## src/rtl/rsq_pkg.sv

```systemverilog
// shared types and constants of the packet resequencer
package rsq_pkg;

  localparam int unsigned WindowDefault  = 64;
  localparam int unsigned PendingDefault = 8;
  localparam int unsigned MaxResults     = 64;
  localparam int unsigned ResCntW        = $clog2(MaxResults + 1);
  localparam int unsigned PendCntW       = 5;

  localparam logic [1:0] CfgTotal     = 2'd0;
  localparam logic [1:0] CfgThreshold = 2'd1;
  localparam logic [1:0] CfgMaxPend   = 2'd2;

  typedef enum logic [2:0] {
    KIND_DELIVER  = 3'd0,
    KIND_REQUEST  = 3'd1,
    KIND_DROP     = 3'd2,
    KIND_REJECT   = 3'd3,
    KIND_COMPLETE = 3'd4
  } kind_e;

  typedef struct packed {
    kind_e       kind;
    logic [31:0] seq;
    logic [15:0] handle;
    logic [15:0] length;
  } res_t;

  typedef struct packed {
    logic        clr;
    logic        alloc;
    logic [31:0] seq;
  } pend_cmd_t;

  typedef struct packed {
    logic                known;
    logic                free_found;
    logic [PendCntW-1:0] count;
  } pend_stat_t;

endpackage

```

## src/rtl/rsq_pend.sv

```systemverilog
// table of outstanding retransmission requests
module rsq_pend
  import rsq_pkg::*;
#(
  parameter int unsigned PENDING_SLOTS = PendingDefault
) (
  input  logic        clk_i,
  input  logic        rst_ni,
  input  pend_cmd_t   cmd_i,
  input  logic [31:0] look_seq_i,
  output pend_stat_t  stat_o
);

  localparam int unsigned PIdxW = (PENDING_SLOTS > 1) ? $clog2(PENDING_SLOTS) : 1;

  logic [PENDING_SLOTS-1:0] pv_q;
  logic [31:0]              ps_q [PENDING_SLOTS];
  logic [PIdxW-1:0]         free_idx;
  pend_stat_t               stat;

  always_comb begin
    stat     = '0;
    free_idx = '0;
    for (int i = 0; i < PENDING_SLOTS; i++) begin
      if (pv_q[i]) begin
        stat.count = stat.count + PendCntW'(1);
        if (ps_q[i] == look_seq_i) begin
          stat.known = 1'b1;
        end
      end else if (!stat.free_found) begin
        stat.free_found = 1'b1;
        free_idx        = PIdxW'(i);
      end
    end
  end

  assign stat_o = stat;

  always_ff @(posedge clk_i or negedge rst_ni) begin
    if (!rst_ni) begin
      pv_q <= '0;
    end else begin
      for (int i = 0; i < PENDING_SLOTS; i++) begin
        if (cmd_i.clr && pv_q[i] && ps_q[i] == cmd_i.seq) begin
          pv_q[i] <= 1'b0;
        end
      end
      if (cmd_i.alloc && stat.free_found) begin
        pv_q[free_idx] <= 1'b1;
      end
    end
  end

  always_ff @(posedge clk_i) begin
    if (cmd_i.alloc && stat.free_found) begin
      ps_q[free_idx] <= cmd_i.seq;
    end
  end

endmodule

```

## src/rtl/packet_resequencer_unit.sv

```systemverilog
// top level of the packet resequencer
//
// Reorders packets by sequence number through a window store of WINDOW slots held in
// one synchronous memory. After reset the store is cleared slot by slot, during
// which in_stall_o stays high (configuration writes are taken at any time). One packet
// is taken at a time. A new packet's slot is read when it is taken and, if free,
// written in ST_CLASS once a result can be staged, and the drain then reads the
// head slot; a late or rejected packet skips the lookup. Each in-order delivery
// clears its slot and reads the next head slot; at a gap ST_REQ checks for a
// request, and the transaction closes in ST_FIN. in_stall_o stays high until then,
// and longer while the output is stalled. Up to MaxResults results follow one packet.
module packet_resequencer_unit
  import rsq_pkg::*;
#(
  parameter int unsigned WINDOW        = WindowDefault,
  parameter int unsigned PENDING_SLOTS = PendingDefault
) (
  input  logic        clk_i,
  input  logic        rst_ni,
  input  logic        cfg_valid_i,
  output logic        cfg_ready_o,
  input  logic [1:0]  cfg_index_i,
  input  logic [31:0] cfg_data_i,
  input  logic        in_valid_i,
  output logic        in_stall_o,
  input  logic [31:0] packet_seq_i,
  input  logic        is_retrans_response_i,
  input  logic [15:0] payload_handle_i,
  input  logic [15:0] payload_length_i,
  output logic        out_valid_o,
  input  logic        out_stall_i,
  output logic [2:0]  result_kind_o,
  output logic [31:0] result_seq_o,
  output logic [15:0] out_handle_o,
  output logic [15:0] out_length_o,
  output logic        last_o
);

  localparam int unsigned IdxW  = $clog2(WINDOW);
  localparam int unsigned HeldW = $clog2(WINDOW + 1);

  localparam logic [2:0] ST_CLEAR    = 3'd0;
  localparam logic [2:0] ST_IDLE     = 3'd1;
  localparam logic [2:0] ST_CLASS    = 3'd2;
  localparam logic [2:0] ST_DRAIN_RD = 3'd3;
  localparam logic [2:0] ST_DRAIN    = 3'd4;
  localparam logic [2:0] ST_REQ      = 3'd5;
  localparam logic [2:0] ST_FIN      = 3'd6;

  logic [2:0]         state_q, state_d;
  logic [31:0]        total_q;
  logic [5:0]         thr_q;
  logic [3:0]         maxp_q;
  logic [31:0]        ne_q, ne_d;
  logic [IdxW-1:0]    base_q, base_d, base_inc;
  logic [IdxW-1:0]    slot_q, slot_d, slot_new;
  logic [IdxW-1:0]    clr_q, clr_d;
  logic [HeldW-1:0]   held_q, held_d;
  logic               done_q, done_d;
  logic [ResCntW-1:0] n_q, n_d;
  logic [15:0]        hnd_q, hnd_d, len_q, len_d;
  logic [31:0]        seq_q, seq_d;
  res_t               hold_q, hold_d;
  logic               hold_valid_q, hold_valid_d;
  res_t               out_q, out_d;
  logic               out_last_q, out_last_d;
  logic               out_valid_q, out_valid_d;

  logic [32:0]        mem [WINDOW];
  logic [32:0]        rd_q;
  logic               mem_we, mem_re;
  logic [IdxW-1:0]    mem_waddr, mem_raddr;
  logic [32:0]        mem_wdata;

  pend_cmd_t          pcmd;
  pend_stat_t         pstat;

  logic               accept, out_free, can, all_deliv, prod_en, fin_en;
  res_t               prod_res;
  logic [31:0]        seq_off;
  logic [IdxW:0]      slot_sum;

  assign cfg_ready_o = 1'b1;
  assign in_stall_o  = (state_q != ST_IDLE);
  assign accept      = in_valid_i && (state_q == ST_IDLE);
  assign out_free    = !out_valid_q || !out_stall_i;
  assign can         = !hold_valid_q || out_free;
  assign all_deliv   = (ne_q - 32'd1) == total_q;
  assign seq_off     = packet_seq_i - ne_q;
  assign slot_sum    = {1'b0, base_q} + {1'b0, seq_off[IdxW-1:0]};
  assign slot_new    = (slot_sum >= (IdxW+1)'(WINDOW)) ?
                       IdxW'(slot_sum - (IdxW+1)'(WINDOW)) : slot_sum[IdxW-1:0];
  assign base_inc    = (base_q == IdxW'(WINDOW - 1)) ? '0 : base_q + IdxW'(1);

  always_comb begin
    state_d   = state_q;
    ne_d      = ne_q;
    base_d    = base_q;
    slot_d    = slot_q;
    clr_d     = clr_q;
    held_d    = held_q;
    done_d    = done_q;
    hnd_d     = hnd_q;
    len_d     = len_q;
    seq_d     = seq_q;
    mem_we    = 1'b0;
    mem_waddr = slot_q;
    mem_wdata = '0;
    mem_re    = 1'b0;
    mem_raddr = base_q;
    prod_en   = 1'b0;
    prod_res  = '{kind: KIND_DROP, seq: packet_seq_i, handle: 16'd0, length: 16'd0};
    fin_en    = 1'b0;
    pcmd      = '{clr: 1'b0, alloc: 1'b0, seq: ne_q};

    case (state_q)
      ST_CLEAR: begin
        mem_we    = 1'b1;
        mem_waddr = clr_q;
        clr_d     = clr_q + IdxW'(1);
        if (clr_q == IdxW'(WINDOW - 1)) begin
          state_d = ST_IDLE;
        end
      end
      ST_IDLE: begin
        if (accept && !done_q) begin
          if (all_deliv) begin
            prod_en  = 1'b1;
            prod_res = '{kind: KIND_COMPLETE, seq: ne_q - 32'd1, handle: 16'd0,
                         length: 16'd0};
            done_d   = 1'b1;
            state_d  = ST_FIN;
          end else begin
            pcmd  = '{clr: is_retrans_response_i, alloc: 1'b0, seq: packet_seq_i};
            hnd_d = payload_handle_i;
            len_d = payload_length_i;
            seq_d = packet_seq_i;
            if (packet_seq_i < ne_q) begin
              prod_en = 1'b1;
              state_d = ST_DRAIN_RD;
            end else if (seq_off >= 32'(WINDOW)) begin
              prod_en       = 1'b1;
              prod_res.kind = KIND_REJECT;
              state_d       = ST_DRAIN_RD;
            end else begin
              mem_re    = 1'b1;
              mem_raddr = slot_new;
              slot_d    = slot_new;
              state_d   = ST_CLASS;
            end
          end
        end
      end
      ST_CLASS: begin
        if (can) begin
          if (rd_q[32]) begin
            prod_en      = 1'b1;
            prod_res.seq = seq_q;
          end else begin
            mem_we    = 1'b1;
            mem_wdata = {1'b1, hnd_q, len_q};
            held_d    = held_q + HeldW'(1);
          end
          state_d = ST_DRAIN_RD;
        end
      end
      ST_DRAIN_RD: begin
        mem_re  = 1'b1;
        state_d = ST_DRAIN;
      end
      ST_DRAIN: begin
        if (all_deliv) begin
          if (can) begin
            prod_en  = 1'b1;
            prod_res = '{kind: KIND_COMPLETE, seq: ne_q - 32'd1, handle: 16'd0,
                         length: 16'd0};
            done_d   = 1'b1;
            state_d  = ST_FIN;
          end
        end else if (!rd_q[32]) begin
          state_d = ST_REQ;
        end else if (n_q >= ResCntW'(MaxResults - 1)) begin
          state_d = ST_FIN;
        end else if (can) begin
          prod_en   = 1'b1;
          prod_res  = '{kind: KIND_DELIVER, seq: ne_q, handle: rd_q[31:16],
                        length: rd_q[15:0]};
          mem_we    = 1'b1;
          mem_waddr = base_q;
          if (held_q != '0) begin
            held_d = held_q - HeldW'(1);
          end
          ne_d      = ne_q + 32'd1;
          base_d    = base_inc;
          mem_re    = 1'b1;
          mem_raddr = base_inc;
        end
      end
      ST_REQ: begin
        if ((HeldW + 6)'(held_q) > (HeldW + 6)'(thr_q) && !pstat.known &&
            pstat.count < PendCntW'(maxp_q) && pstat.free_found) begin
          if (can) begin
            prod_en    = 1'b1;
            prod_res   = '{kind: KIND_REQUEST, seq: ne_q, handle: 16'd0, length: 16'd0};
            pcmd.alloc = 1'b1;
            state_d    = ST_FIN;
          end
        end else begin
          state_d = ST_FIN;
        end
      end
      ST_FIN: begin
        if (!hold_valid_q) begin
          state_d = ST_IDLE;
        end else if (out_free) begin
          fin_en  = 1'b1;
          state_d = ST_IDLE;
        end
      end
      default: begin
        state_d = ST_IDLE;
      end
    endcase
  end

  // staging: a result enters the output register once the next is known or in ST_FIN
  always_comb begin
    hold_d       = hold_q;
    hold_valid_d = hold_valid_q;
    out_d        = out_q;
    out_last_d   = out_last_q;
    out_valid_d  = out_valid_q && out_stall_i;
    n_d          = accept ? '0 : n_q;
    if (prod_en) begin
      if (hold_valid_q) begin
        out_d       = hold_q;
        out_last_d  = 1'b0;
        out_valid_d = 1'b1;
      end
      hold_d       = prod_res;
      hold_valid_d = 1'b1;
      n_d          = n_d + ResCntW'(1);
    end else if (fin_en) begin
      out_d        = hold_q;
      out_last_d   = 1'b1;
      out_valid_d  = 1'b1;
      hold_valid_d = 1'b0;
    end
  end

  always_ff @(posedge clk_i or negedge rst_ni) begin
    if (!rst_ni) begin
      state_q      <= ST_CLEAR;
      total_q      <= 32'd0;
      thr_q        <= 6'd48;
      maxp_q       <= 4'd5;
      ne_q         <= 32'd1;
      base_q       <= IdxW'(1);
      clr_q        <= '0;
      held_q       <= '0;
      done_q       <= 1'b0;
      n_q          <= '0;
      hold_valid_q <= 1'b0;
      out_valid_q  <= 1'b0;
    end else begin
      state_q      <= state_d;
      ne_q         <= ne_d;
      base_q       <= base_d;
      clr_q        <= clr_d;
      held_q       <= held_d;
      done_q       <= done_d;
      n_q          <= n_d;
      hold_valid_q <= hold_valid_d;
      out_valid_q  <= out_valid_d;
      if (cfg_valid_i) begin
        case (cfg_index_i)
          CfgTotal:     total_q <= cfg_data_i;
          CfgThreshold: thr_q   <= cfg_data_i[5:0];
          CfgMaxPend:   maxp_q  <= cfg_data_i[3:0];
          default: begin
          end
        endcase
      end
    end
  end

  always_ff @(posedge clk_i) begin
    slot_q     <= slot_d;
    hnd_q      <= hnd_d;
    len_q      <= len_d;
    seq_q      <= seq_d;
    hold_q     <= hold_d;
    out_q      <= out_d;
    out_last_q <= out_last_d;
  end

  // window store
  always_ff @(posedge clk_i) begin
    if (mem_we) begin
      mem[mem_waddr] <= mem_wdata;
    end
    if (mem_re) begin
      rd_q <= mem[mem_raddr];
    end
  end

  rsq_pend #(
    .PENDING_SLOTS(PENDING_SLOTS)
  ) u_pend (
    .clk_i      (clk_i),
    .rst_ni     (rst_ni),
    .cmd_i      (pcmd),
    .look_seq_i (ne_q),
    .stat_o     (pstat)
  );

  assign out_valid_o   = out_valid_q;
  assign result_kind_o = out_q.kind;
  assign result_seq_o  = out_q.seq;
  assign out_handle_o  = out_q.handle;
  assign out_length_o  = out_q.length;
  assign last_o        = out_last_q;

  a_held_bound : assert property (@(posedge clk_i) disable iff (!rst_ni)
    held_q <= HeldW'(WINDOW))
    else $error("held count beyond window");

  a_clear_quiet : assert property (@(posedge clk_i) disable iff (!rst_ni)
    state_q == ST_CLEAR |-> !out_valid_q && !hold_valid_q)
    else $error("result during clearing pass");

  a_idle_flushed : assert property (@(posedge clk_i) disable iff (!rst_ni)
    state_q == ST_IDLE |-> !hold_valid_q)
    else $error("staged result left behind");

  a_result_cap : assert property (@(posedge clk_i) disable iff (!rst_ni)
    n_q <= ResCntW'(MaxResults))
    else $error("too many results for one transaction");

  a_done_sticky : assert property (@(posedge clk_i) disable iff (!rst_ni)
    done_q |=> done_q)
    else $error("completion flag dropped");

endmodule

```

## config.mk

```make
export PLATFORM = sky130hd
export DESIGN_NAME = packet_resequencer_unit
export DESIGN_NICKNAME = d
export VERILOG_FILES = /design/src/rtl/rsq_pkg.sv /design/src/rtl/rsq_pend.sv /design/src/rtl/packet_resequencer_unit.sv
export SDC_FILE = /design/constraint.sdc
export NUM_CORES = 2
export LEC_CHECK = 0
export BUFFER_PORTS_ARGS = -buffer_cell sky130_fd_sc_hd__buf_2
export CORE_MARGIN = 2
export CORE_UTILIZATION = 25
export CTS_BUF_LIST = sky130_fd_sc_hd__clkbuf_16
export DETAILED_ROUTE_END_ITERATION = 8
export PLACE_DENSITY = 0.46
export RECOVER_POWER = 25
export SYNTH_ARGS = -nofsm -noshare
export SYNTH_HDL_FRONTEND = slang
export SYNTH_SLANG_ARGS = --single-unit
```

## constraint.sdc

```tcl
create_clock -name clk_i -period 13.49 [get_ports clk_i]
set_input_delay 0.6745 -clock clk_i [delete_from_list [all_inputs] [get_ports clk_i]]
set_output_delay 0.6745 -clock clk_i [all_outputs]
set_load 0.1 [all_outputs]
```

==> impl_metrics.py <==
metrics = {
    "global_routing": {
        "grt_pass1_vias": 77300,
        "grtUsageMet1": 0.276,
        "grt_max_degree": 178,
        "grt.total_usage": 0.196,
        "grt_antenna_before_repair": 52,
        "met3_usage": 0.0353,
        "grt_overflow": 0,
        "gr-usage-met2": 0.307,
        "grt_pass1_wl_mm": 654,
        "grt_busiest_layer": "met2",
    },
    "placement": {
        "pre_cts_slack_ns": 4.34,
        "post-place-cells": 14900,
        "dp.final_hpwl_mm": 297,
        "dpl_cell_area_um2": 127000,
        "gp_congestion": 0.894,
        "portBuffers": 173,
    },
    "synth": {
        "async_flop_share": 0.0419,
        "synth_top_cell_area_share": 0.667,
        "avgSynthCellArea_um2": 13.3,
        "synth_cell_types": 108,
        "synth-seq-cells": 2720,
        "synth_area_leaders": "edfxtp_1 (67%), nand2_1 (4.9%), xnor2_1 (3.4%)",
        "synth_warnings": 0,
        "synth_top_cell_by_area": "edfxtp_1",
        "synth_nets": 8980,
        "synth_edf_count": 2606,
        "yosys_most_used_dff": "edfxtp_1",
        "synth.yosys.seq_area_share": 0.691,
        "yosys-top-cells-count": "edfxtp_1 (2,606), nand2_1 (1,529), nand3_1 (515), xnor2_1 (460), a21oi_1 (408)",
        "synth_most_common_cell": "edfxtp_1",
        "synth_cells": 8808,
        "netlist_area_um2": 117000,
    },
    "die": {
        "die_y_um": 689,
        "dieArea_um2": 475000,
        "core_um2": 467000,
        "fp.dieW_um": 689,
        "initial_core_util": 0.251,
        "rows": 251,
        "ios": 175,
    },
    "hold_path": {
        "hold_depth": 2,
        "hp-start": "cfg_data_i[26]",
        "hp-class": "in -> reg",
        "min_to": "total_q[26]",
    },
    "timing": {
        "setup_viol": 0,
        "min_period_over_period": 0.736,
        "hold_viol_final": 0,
        "grt_setup_unrepaired": "no",
        "fmax_mhz": 101,
        "drv_slew": 1297,
        "maxSlewHeadroom": -1.70,
        "finClkSkew_ns": 0.104,
        "setup_ws_ns": 3.56,
        "period_needed_ns": 9.93,
        "setup_tns_ns": 0,
        "tightest_slew_ns": 4.06,
        "holdWs_ns": 0.0399,
    },
    "critical_path": {
        "end_kind": "register",
        "cp_max_fo": 148,
        "r2r_start": "ne_q[0]",
        "r2r_cells": 23,
        "start_kind": "register",
        "rrSetupSlack_ns": 3.56,
        "crit_arrival_ns": 10.60,
        "cp.required_ns": 14.17,
        "r2r_end": "rd_q[22]",
        "worst-setup-path-type": "reg -> reg",
    },
    "cts": {
        "cts_made_buffers": 316,
        "cts_root_buf": "clkbuf_16",
        "cts_max_path_buffers": 4,
        "clkLatencyLatePin_ns": 0.97,
        "cts_tree": "done",
        "htree_levels": 5,
        "clkTransAtPathRegs_ns": 0.07,
        "cts.repair.resized": 0,
        "clock-sinks": 2720,
    },
    "detailed_routing": {
        "wirelength_mm": 480,
        "first_iter_violations": 9996,
        "drc": 0,
        "ant_nets": 0,
        "vias": 80600,
        "firstDrtPassIters": 6,
        "drt-wirelength-per-cell_um": 30.9,
        "post_drt_via_cell_ratio": 5.19,
    },
    "power_and_ir_drop": {
        "power.ir.vdd_worst_mv": 0.113,
        "finalPower_mw": 17.9,
        "total_leakage_power_nw": 41.3,
        "cellPowerDensity_nw_per_um2": 130,
    },
    "run": {
        "cap_violations": 26,
    },
    "outcome": {
        "status": "finished, violations left",
        "violations": "max-capacitance violations, max-slew violations",
    },
    "layout": {
        "instances_no_fill": 15500,
        "final_nets": 9245,
        "design_area_um2": 137000,
        "synthToLayoutAreaGrowth_pct": 16.7,
        "drive_gt1_frac": 0.113,
        "final_util": 0.293,
    },
}
## worst max-delay path by stage
stage,start,endpoint,depth (start not counted)
floorplan,u_pend.pv_q[0],last_o,24
global placement,ne_q[23],rd_q[22],18
detailed placement,ne_q[8],rd_q[22],18
CTS,ne_q[8],rd_q[22],18
global route,ne_q[0],rd_q[22],23
finish,ne_q[0],rd_q[22],23
## state kept, by name (all words and copies together) (netlist names), 32 cells and up
register,count
hold_q,67
ne_q,32
seq_q,32
u_pend.ps_q,256
rd_q,33
total_q,32
mem,2112
result_seq_o,32
## area by class of cell
class	count	area [um^2]
fill	47100	330000
inverter	124	470
tap	6198	7750
clock inverter	246	1890
clock buffer	325	8130
antenna	16	40.0
timing repair buffer	503	3430
sequential	2720	81100
multi-input combinational	5408	34100
## metal layers
| layer | wire, um | share of wire | up-vias |
|---|---|---|---|
| li1 | - | - | 33900 |
| met1 | 211000 | 0.44 | 42200 |
| met2 | 216000 | 0.45 | 3813 |
| met3 | 38200 | 0.080 | 698 |
| met4 | 15200 | 0.032 | 22 |
| met5 | 144 | 0.00030 | - |
## worst max-delay path: stages (launching register included)
cell and delay [ns]:
dfstp_2 0.51, clkbuf_1 1.29, inv_1 0.28, ha_1 0.42, nor4b_1 0.19, buf_4 0.21
nand3_1 0.32, nor4_1 0.19, a2111o_1 0.46, nor4_1 0.29, nand4_1 0.33, or3b_4 0.63
nand2_8 0.21, inv_6 0.15, a31oi_4 0.25, buf_4 0.56, nand2_8 0.45, buf_12 0.40
nor2_4 0.26, buf_12 0.53, nand3_1 0.16, o2111ai_1 0.27, nand4_1 0.48, or2_1 0.37
## cells by family (layout without fill, tap and decap cells)
group                    Yosys count  count (layout)  synth area share
AO/OA/AOI/OAI                   1518            1518            0.0880
XOR/XNOR                         637             637            0.0483
adder cells (fa/ha/maj)           68              68           0.00744
buffers and inverters            680            1198            0.0252
flip-flops                      2720            2720             0.691
multiplexers                     212             212            0.0228
other                              1              17         0.0000320
AND/OR/NAND/NOR                 2972            2972             0.117
## report_power, final
part           total, mW  leakage [nW]  internal, mW  switching (mW)
Combinational      0.267          16.0         0.107           0.160
Clock               8.39          5.15          4.80            3.59
Sequential          9.19          20.2          9.14          0.0491
## repair_timing
action / 4_1_cts / 5_1_grt
hold buffers: 52 / 0
hold endpoints to repair: 96 / 0
buffers inserted: 0 / 0
## cell usage in the layout, fill, tap and decap left out, types with 52 or more instances in the layout
cell type      count
buf_4            241
a31oi_1          129
nand2_1         1527
buf_2             52
xor2_1           171
nor2_1           135
nor4_1           102
inv_1            180
a22oi_1          105
and3_1           155
dlygate4sd3_1     52
a211oi_1         152
a21oi_1          405
clkbuf_1         143
edfxtp_1        2606
o22ai_1           69
ha_1              65
nor3_1            65
nand4_1          182
a221oi_1          57
clkbuf_16        325
nand3_1          512
mux2i_1          123
nor2_4            73
o21ai_0          160
a311oi_1          75
clkinv_1          81
o2111ai_1         88
dfrtp_1          105
xnor2_1          460
(Power assumes the default switching activity.)
